===== config.mk =====
export PLATFORM = sky130hd
export DESIGN_NAME = vfc_ctrl
export DESIGN_NICKNAME = d
export VERILOG_FILES = /design/src/hdl/vfc_pkg.sv /design/src/hdl/vfc_ctrl.sv
export SDC_FILE = /design/constraint.sdc
export NUM_CORES = 1
export LEC_CHECK = 0
export ABC_AREA = 1
export BUFFER_PORTS_ARGS = -buffer_cell sky130_fd_sc_hd__buf_2
export CAP_MARGIN = 30
export CORE_AREA = 5 5 42 44
export DETAILED_ROUTE_END_ITERATION = 7
export DIE_AREA = 0 0 47 49
export PLACE_DENSITY = 0.66
export SYNTH_ARGS = -nofsm -noshare
export SYNTH_HDL_FRONTEND = slang
export SYNTH_SLANG_ARGS = --single-unit

===== constraint.sdc =====
create_clock -name clk_i -period 3.2 [get_ports clk_i]
set_clock_uncertainty 0.2 [all_clocks]
set_input_delay 0.16 -clock clk_i [delete_from_list [all_inputs] [get_ports clk_i]]
set_output_delay 0.16 -clock clk_i [all_outputs]
set_load 0.02 [all_outputs]

===== src/hdl/vfc_pkg.sv =====
// ---------------------------------------------------------------------------
// View frustum cull package
// Field widths, item kind codes, defaults and the controller/datapath links.
// ---------------------------------------------------------------------------
package vfc_pkg;

  // Payload field widths
  localparam int unsigned KIND_W  = 2;
  localparam int unsigned PIDX_W  = 3;
  localparam int unsigned COEF_W  = 32;

  // Exact products and the sum of up to seven of them
  localparam int unsigned PROD_W  = 2 * COEF_W;
  localparam int unsigned SUM_W   = PROD_W + 4;

  // Parameter defaults
  localparam int unsigned PLANE_COUNT_DEF = 6;
  localparam int unsigned FRAC_BITS_DEF   = 16;

  // Item kinds; the fourth code is unused and ignored
  localparam logic [KIND_W-1:0] KIND_WRITE  = 2'd0;
  localparam logic [KIND_W-1:0] KIND_SPHERE = 2'd1;
  localparam logic [KIND_W-1:0] KIND_BOX    = 2'd2;

  // Commands from the controller to the datapath
  typedef struct packed {
    logic write_plane;
    logic load_item;
    logic issue;
    logic issue_last;
  } cmd_t;

  // Status from the datapath to the controller
  typedef struct packed {
    logic done;
    logic visible;
  } stat_t;

endpackage


===== src/hdl/vfc_ctrl.sv =====
// ---------------------------------------------------------------------------
// View frustum cull controller
// Sequences the plane walk for each test and owns the result register.
// ---------------------------------------------------------------------------
module vfc_ctrl #(
  parameter int unsigned PLANE_COUNT = vfc_pkg::PLANE_COUNT_DEF,
  localparam int unsigned IdxW = (PLANE_COUNT > 1) ? $clog2(PLANE_COUNT) : 1
) (
  input  logic                        clk_i,
  input  logic                        rst_ni,
  input  logic                        in_valid_i,
  input  logic [vfc_pkg::KIND_W-1:0]  in_kind_i,
  output logic                        in_ready_o,
  input  logic                        out_ready_i,
  output logic                        out_valid_o,
  output logic                        out_visible_o,
  output vfc_pkg::cmd_t               cmd_o,
  output logic [IdxW-1:0]             plane_sel_o,
  input  vfc_pkg::stat_t              stat_i
);

  typedef enum logic [1:0] {
    S_IDLE,
    S_ISSUE,
    S_WAIT,
    S_HOLD
  } state_e;

  localparam logic [IdxW-1:0] LastIdx = IdxW'(PLANE_COUNT - 1);

  state_e          state_q, state_d;
  logic [IdxW-1:0] cnt_q, cnt_d;
  logic            out_valid_q, out_valid_d;
  logic            out_visible_q, out_visible_d;
  logic            pend_q, pend_d;
  logic            accept;
  logic            is_test;

  // Handshake and commands
  always_comb begin
    in_ready_o          = (state_q == S_IDLE);
    accept              = in_valid_i & in_ready_o;
    is_test             = (in_kind_i == vfc_pkg::KIND_SPHERE) ||
                          (in_kind_i == vfc_pkg::KIND_BOX);
    cmd_o.write_plane   = accept & (in_kind_i == vfc_pkg::KIND_WRITE);
    cmd_o.load_item     = accept & is_test;
    cmd_o.issue         = (state_q == S_ISSUE);
    cmd_o.issue_last    = (state_q == S_ISSUE) && (cnt_q == LastIdx);
    plane_sel_o         = cnt_q;
  end

  // Next state and result register
  always_comb begin
    state_d       = state_q;
    cnt_d         = cnt_q;
    out_valid_d   = out_valid_q & ~out_ready_i;
    out_visible_d = out_visible_q;
    pend_d        = pend_q;
    unique case (state_q)
      S_IDLE: begin
        if (cmd_o.load_item) begin
          state_d = S_ISSUE;
          cnt_d   = '0;
        end
      end
      S_ISSUE: begin
        if (cnt_q == LastIdx) begin
          state_d = S_WAIT;
        end else begin
          cnt_d = cnt_q + 1'b1;
        end
      end
      S_WAIT: begin
        if (stat_i.done) begin
          if (!out_valid_q || out_ready_i) begin
            out_valid_d   = 1'b1;
            out_visible_d = stat_i.visible;
            state_d       = S_IDLE;
          end else begin
            pend_d  = stat_i.visible;
            state_d = S_HOLD;
          end
        end
      end
      S_HOLD: begin
        // The previous result is still waiting; hand over once it is taken
        if (out_ready_i) begin
          out_valid_d   = 1'b1;
          out_visible_d = pend_q;
          state_d       = S_IDLE;
        end
      end
    endcase
  end

  // State and registered outputs
  always_ff @(posedge clk_i or negedge rst_ni) begin
    if (!rst_ni) begin
      state_q       <= S_IDLE;
      cnt_q         <= '0;
      out_valid_q   <= 1'b0;
      out_visible_q <= 1'b0;
      pend_q        <= 1'b0;
    end else begin
      state_q       <= state_d;
      cnt_q         <= cnt_d;
      out_valid_q   <= out_valid_d;
      out_visible_q <= out_visible_d;
      pend_q        <= pend_d;
    end
  end

  assign out_valid_o   = out_valid_q;
  assign out_visible_o = out_visible_q;

endmodule


==> impl_metrics.tcl, run 1 <==
set metrics [dict create \
    min_to "out_valid_o" \
    avgSynthCellArea_um2 7.49 \
    cts_root_buf "clkbuf_4" \
    leakagePower_uw 0.000405 \
    antenna_found_initial 0 \
    r2r_end "state_q[1]" \
    cts.repair.resized 0 \
    cellPowerDensity_nw_per_um2 914 \
    r2r_start "plane_sel_o[0]" \
    hold_violations 0 \
    finalCritPeriodShare 0.512 \
    rows 14 \
    reg2reg_slack_ns 1.77 \
    fp.dieW_um 47 \
    post-route-util 0.480 \
    area_delta_synth_final_pct 24.8 \
    slew_viol_final 0 \
    routedWlPerCell_um 10.6 \
    fill_cells 144 \
    grt_pass1_wl_mm 2.03 \
    drc 0 \
    cts_sinks 8 \
    globalplace.congestion 0.721 \
    final_common_cell "buf_2" \
    grt.overflow.total 0 \
    worstSetupStartpointType "register" \
    slew_headroom 0.768 \
    grt_max_degree 10 \
    drt_wl_total_mm 1.15 \
    cts_max_path_buffers 2 \
    drt_iter0_markers 2 \
    min_path_type "input port to register" \
    ant_nets 0 \
    cap_violations 0 \
    crit_path_cell_trace "nor2_2 > nand3_1 > inv_1 > buf_2" \
    finalWorstSetupSlack_ns 1.56 \
    seq_area_um2 200 \
    port-buffer-count 17 \
    coreArea_um2 1400 \
    die_h_um 49 \
    slowest_stage "dfrtp_1" \
    syn-num-nets 83 \
    clkTransAtPathRegs_ns 0.06 \
    cts_tree "yes" \
    hold_path_startpoint "out_ready_i" \
    clkLatencyLatePin_ns 0.25 \
    critPathArrivalTime_ns 1.28 \
    ys_types 21 \
    diodes 0 \
    setup_tns_ns 0 \
    place_area_um2 631 \
    final_cell_mix "buf_2 (17), nand2_1 (16), inv_1 (13)" \
    first_global_vias 494 \
    postSynthCellCount 72 \
    ys_seq_elements 8 \
    routed-via-count 497 \
    h-tree-depth 1 \
    cts_buffers 3 \
    grt_usage 0.121 \
    outcome "complete, no violations" \
    crit_type "register to primary output" \
    hpwl_um 922 \
    min_path_cells 4 \
    multi_input_area_um2 269 \
    peakVddDrop_mv 0.415 \
    drive_above_1_share 0.312 \
    initial_utilization 0.385 \
    r2r_cells 7 \
    synth_area_um2 539 \
    dr.pass1.iters 2 \
    ys_seq_area_frac 0.371 \
    fin_area_um2 673 \
    worstPathMaxFanout 9 \
    ioPinCount 18 \
    cpPeakStageDelay_ns 0.50 \
    crit_path_end_kind "primary output" \
    fin_nets 106 \
    synth_warnings 0 \
    rsz0062_at_grt "false" \
    max_freq_ghz 0.611 \
    finalSetupViolCount 0 \
    floorplan.die_area_um2 2300 \
    worstPathRequired_ns 2.84 \
    worst_pin_slew_ns 0.348 \
    pre_cts_ws_ns 1.73 \
    period_minus_slack_ns 1.64 \
    vias_per_cell 4.56 \
]
## power breakdown
group	internal [uW]	switching [uW]	total [uW]	leakage, uW
combinational	123	211	334	0.000292
clock	43.1	36.9	80.0	0.0000138
sequential	148	53.2	201	0.0000993
total	314	301	615	0.000405
## stage by stage
step                power [uW]  hold WS [ns]  cells
finish                     615        0.0319    109
global route               679        0.0635    109
CTS                        627        0.0306    109
detailed placement         539        -0.178    104
global placement           535        -0.182    104
floorplan                  456        -0.336     72
## per-layer routing
layer	routed length, um	track usage
met3	47	0.0332
met4	0	0.0553
met5	0	0
met2	592	0.197
met1	514	0.141
## what timing repair did
action | 4_1_cts | 5_1_grt
endpoints found under the hold margin | 9 | 0
buffers inserted | 0 | 0
hold buffers | 2 | 0
## registers in the layout, summed over array words and instances (netlist names)
register,count
out_valid_o,1
out_visible_o,1
pend_q,1
plane_sel_o,3
state_q,2
## synth_stat cells, drive strengths merged
cell	number	area share
nand3	5	0.056
a21oi	1	0.0093
nand4	1	0.012
o21bai	1	0.014
and3	1	0.012
dfrtp	8	0.37
o21ai	7	0.065
ha	3	0.070
nor2	8	0.079
nand2	19	0.16
o22ai	1	0.012
clkbuf	1	0.026
inv	15	0.10
xnor2	1	0.016
## area by class of cell
cell class,count,share of cell area
tap,16,0.0297
clock buffer,3,0.0335
sequential,8,0.297
multi-input combinational,48,0.400
timing repair buffer,19,0.156
inverter,15,0.0836
## worst max-delay path: cells and delay by family, from the launching register on
kind                   cells  cell delay, ns
AND/OR/NAND/NOR            2            0.31
buffers and inverters      2            0.22
flip-flops                 1            0.50
## cell families after synthesis
family / Yosys count / share of synthesized area
AND/OR/NAND/NOR: 34 / 0.313
buffers and inverters: 16 / 0.130
AO/OA/AOI/OAI: 10 / 0.0998
flip-flops: 8 / 0.371
adder cells (fa/ha/maj): 3 / 0.0696
XOR/XNOR: 1 / 0.0162
## how the worst max path moves through the flow
stage | from | endpoint | slack, ns | cells after the start
after floorplan | plane_sel_o[1] | cmd_o[0] | 1.74 | 4
after global placement | state_q[1] | pend_q | 1.76 | 5
after detailed placement | in_kind_i[0] | state_q[0] | 1.73 | 8
after CTS | plane_sel_o[1] | cmd_o[0] | 1.54 | 5
after global routing | plane_sel_o[0] | cmd_o[0] | 1.45 | 4
final | state_q[1] | cmd_o[2] | 1.56 | 4
No activity file was read; power rests on OpenSTA's default activity.
==> run 2: changes to the inputs <==
--- a/config.mk
+++ b/config.mk
@@ -5,13 +5,13 @@
 export SDC_FILE = /design/constraint.sdc
 export NUM_CORES = 1
 export LEC_CHECK = 0
-export ABC_AREA = 1
+export ABC_AREA = 0
 export BUFFER_PORTS_ARGS = -buffer_cell sky130_fd_sc_hd__buf_2
 export CAP_MARGIN = 30
 export CORE_AREA = 5 5 42 44
 export DETAILED_ROUTE_END_ITERATION = 7
 export DIE_AREA = 0 0 47 49
-export PLACE_DENSITY = 0.66
+export PLACE_DENSITY = 0.67
 export SYNTH_ARGS = -nofsm -noshare
 export SYNTH_HDL_FRONTEND = slang
 export SYNTH_SLANG_ARGS = --single-unit
==> constraint.sdc (replaced) <==
create_clock -name clk_i -period 1.5 [get_ports clk_i]
set_clock_uncertainty 0.2 [all_clocks]
set_input_delay 0.075 -clock clk_i [delete_from_list [all_inputs] [get_ports clk_i]]
set_output_delay 0.075 -clock clk_i [all_outputs]
set_load 0.02 [all_outputs]
==> run 2 against run 1 <==
Effect of this change: via count up 7.6%; worst hold slack better by 0.035 ns; largest power group unchanged; highest routed layer is now met4; critical endpoint is now cmd_o[0]; critical path depth down 1; the run now ends with setup timing left.
==> impl_metrics.tcl, run 2 <==
set metrics [dict create \
    outcome "finished, violations left" \
    violations "setup timing" \
    crit_type "register to primary output" \
    wl_met1_um 575 \
    vias_per_cell 5.00 \
    pwr-share-seq 0.229 \
    slowest_stage "dfrtp_1" \
    power.total_uw 1810 \
    synth_top_cell_area_share 0.392 \
    synth.largest_area_cell "dfrtp_1" \
    hold_path_startpoint "stat_i[1]" \
    synth_commonest_cells "dfrtp_1 (8), inv_1 (6), nand2_1 (5)" \
    ys_seq_elements 8 \
    drt_iter0_markers 10 \
    drt_wl_total_mm 1.38 \
    max_freq_ghz 0.665 \
    met3WireLength_um 93 \
    cts_tree "yes" \
    rows 14 \
    cpPeakStageDelay_ns 0.42 \
    ioPinCount 18 \
    leakagePower_uw 0.000444 \
    initial_utilization 0.364 \
    min_path_cells 3 \
    synthArstFlopShare 1.00 \
    r2r_end "pend_q" \
    place_area_um2 632 \
    floorplan.die_area_um2 2300 \
    diodes 0 \
    grt_max_degree 9 \
    finalWorstSetupSlack_ns -0.00371 \
    routedWlPerCell_um 12.9 \
    reg2reg_slack_ns 0.03 \
    synthAdderAreaFrac 0.0735 \
    period_minus_slack_ns 1.50 \
    first_global_vias 520 \
    path_buf_inv 1 \
    globalplace.congestion 0.767 \
    fin_nets 104 \
    synth_area_um2 510 \
    cts_max_path_buffers 2 \
    area_delta_synth_final_pct 68.6 \
    power_frac_comb 0.680 \
    finalSetupViolCount 1 \
    grt.overflow.total 0 \
    largest_reg_flops 3 \
    intPower_uw 1040 \
    worstPathRequired_ns 1.22 \
    synthMostInstantiatedCell "dfrtp_1" \
    fin_area_um2 861 \
    syn-num-nets 64 \
    r2r_start "state_q[1]" \
    final_cell_mix "buf_4 (15), buf_2 (13), dfrtp_1 (7)" \
    synth.area.top_cells "dfrtp_1 (39%), ha_1 (7.4%), mux2_2 (6.6%)" \
    cellPowerDensity_nw_per_um2 2100 \
    clkLatencyLatePin_ns 0.25 \
    path_delay_family "simple AND/OR/NAND/NOR gates" \
    postSynthCellCount 53 \
    crit_path_cell_trace "or2b_1 > nor2_4 > buf_6" \
    drc 0 \
    worst_pin_slew_ns 0.378 \
    cap_violations 0 \
    clkTransAtPathRegs_ns 0.05 \
    routed-wl-met2_um 662 \
    finalCritPeriodShare 1.00 \
    synth_xor_area_frac 0 \
    h-tree-depth 1 \
    synth-simple-area-share 0.140 \
    cts_buffers 3 \
    hpwl_um 905 \
    slew_viol_final 0 \
    hold_violations 0 \
    dr.pass1.iters 4 \
    synth_ff_type "dfrtp_1" \
    synth_warnings 0 \
    synthMuxAreaShare 0.135 \
    worstPathMaxFanout 4 \
    grt_pass1_wl_mm 2.07 \
    cp_num_cells 3 \
    ys_types 25 \
    worstSetupStartpointType "register" \
    top_layer_used "met4" \
    avgSynthCellArea_um2 9.63 \
    final_common_cell "buf_4" \
    crit_path_end_kind "primary output" \
    synth_top_family_by_area "compound AO/OA/AOI/OAI gates" \
    post-route-util 0.614 \
    critPathArrivalTime_ns 1.23 \
    routed-via-count 535 \
    slew_headroom 0.747 \
    drive_above_1_share 0.571 \
    peakVddDrop_mv 1.14 \
    min_path_type "input port to register" \
    coreArea_um2 1400 \
    die_h_um 49 \
    r2r_cells 4 \
    synth_compound_area_frac 0.184 \
    grt_usage 0.126 \
    ys_seq_area_frac 0.392 \
    synth-edff-count 0 \
    min_to "state_q[1]" \
    fp.dieW_um 47 \
    switching_share 0.427 \
    pwr-share-clk 0.091 \
    cts_root_buf "clkbuf_4" \
    antenna_found_initial 0 \
    port-buffer-count 17 \
    rsz0062_at_grt "true" \
    switching_power_uw 772 \
    cts_sinks 8 \
    ant_nets 0 \
]
## run 2: metrics by stage
| stage | std cells | hold WS [ns] | setup slack, ns | setup TNS, ns |
|---|---|---|---|---|
| floorplan | 53 | -0.421 | 0.0249 | 0 |
| global placement | 88 | -0.271 | 0.0605 | 0 |
| detailed placement | 88 | -0.273 | 0.00549 | 0 |
| CTS | 104 | 0.0253 | 0.00243 | 0 |
| global route | 107 | 0.0766 | -0.0570 | -0.168 |
| finish | 107 | 0.0668 | -0.00371 | -0.00371 |
## run 2: power groups by stage
stage	Clock (uW)	Combinational [uW]	Sequential [uW]
floorplan	0	537	475
global placement	0	825	436
detailed placement	0	841	439
CTS	173	1120	404
global route	187	1330	432
finish	165	1230	415
## run 2: cells by family (layout without fill, tap and decap cells)
| family | after synthesis | count (layout) |
|---|---|---|
| and+or+nand+nor | 15 | 15 |
| adders and majority gates | 3 | 3 |
| DFF | 8 | 8 |
| muxes | 6 | 6 |
| AOI/OAI and AO/OA | 13 | 13 |
| buffers and inverters | 8 | 46 |
## run 2: worst min-delay path: stages
cell	delay [ns]
buf_2	0.13
o22ai_1	0.10
a21o_1	0.18
## run 2: worst max-delay path by stage
stage,startpoint,endpoint,slack (ns)
6_report,state_q[1],cmd_o[0],-0.004
5_1_grt,state_q[1],cmd_o[0],-0.06
4_1_cts,state_q[0],cmd_o[3],0.002
3_5_place_dp,state_q[0],plane_sel_o[2],0.005
3_3_place_gp,state_q[0],plane_sel_o[2],0.06
2_1_floorplan,plane_sel_o[0],state_q[0],0.02
## run 2: per-layer routing
metal / global-route usage / up-vias
met3: 0.0369 / 7
met5: 0 / -
met1: 0.150 / 246
met2: 0.181 / 19
li1: - / 263
met4: 0.0968 / 0
## run 2: layout make-up
| type | count | area, um^2 |
|---|---|---|
| fill | 126 | 541 |
| multi-input combinational | 37 | 322 |
| timing repair buffer | 37 | 273 |
| sequential | 8 | 201 |
| clock buffer | 3 | 22.5 |
| inverter | 6 | 22.5 |
| tap | 16 | 20.0 |
## run 2: timing repair
action                                 4_1_cts  5_1_grt
gates resized for setup                     13        8
setup buffers                                8        3
pin swaps                                    2        4
endpoints found under the hold margin       13        0
setup endpoints to repair                    6        8
hold buffers                                 5        0
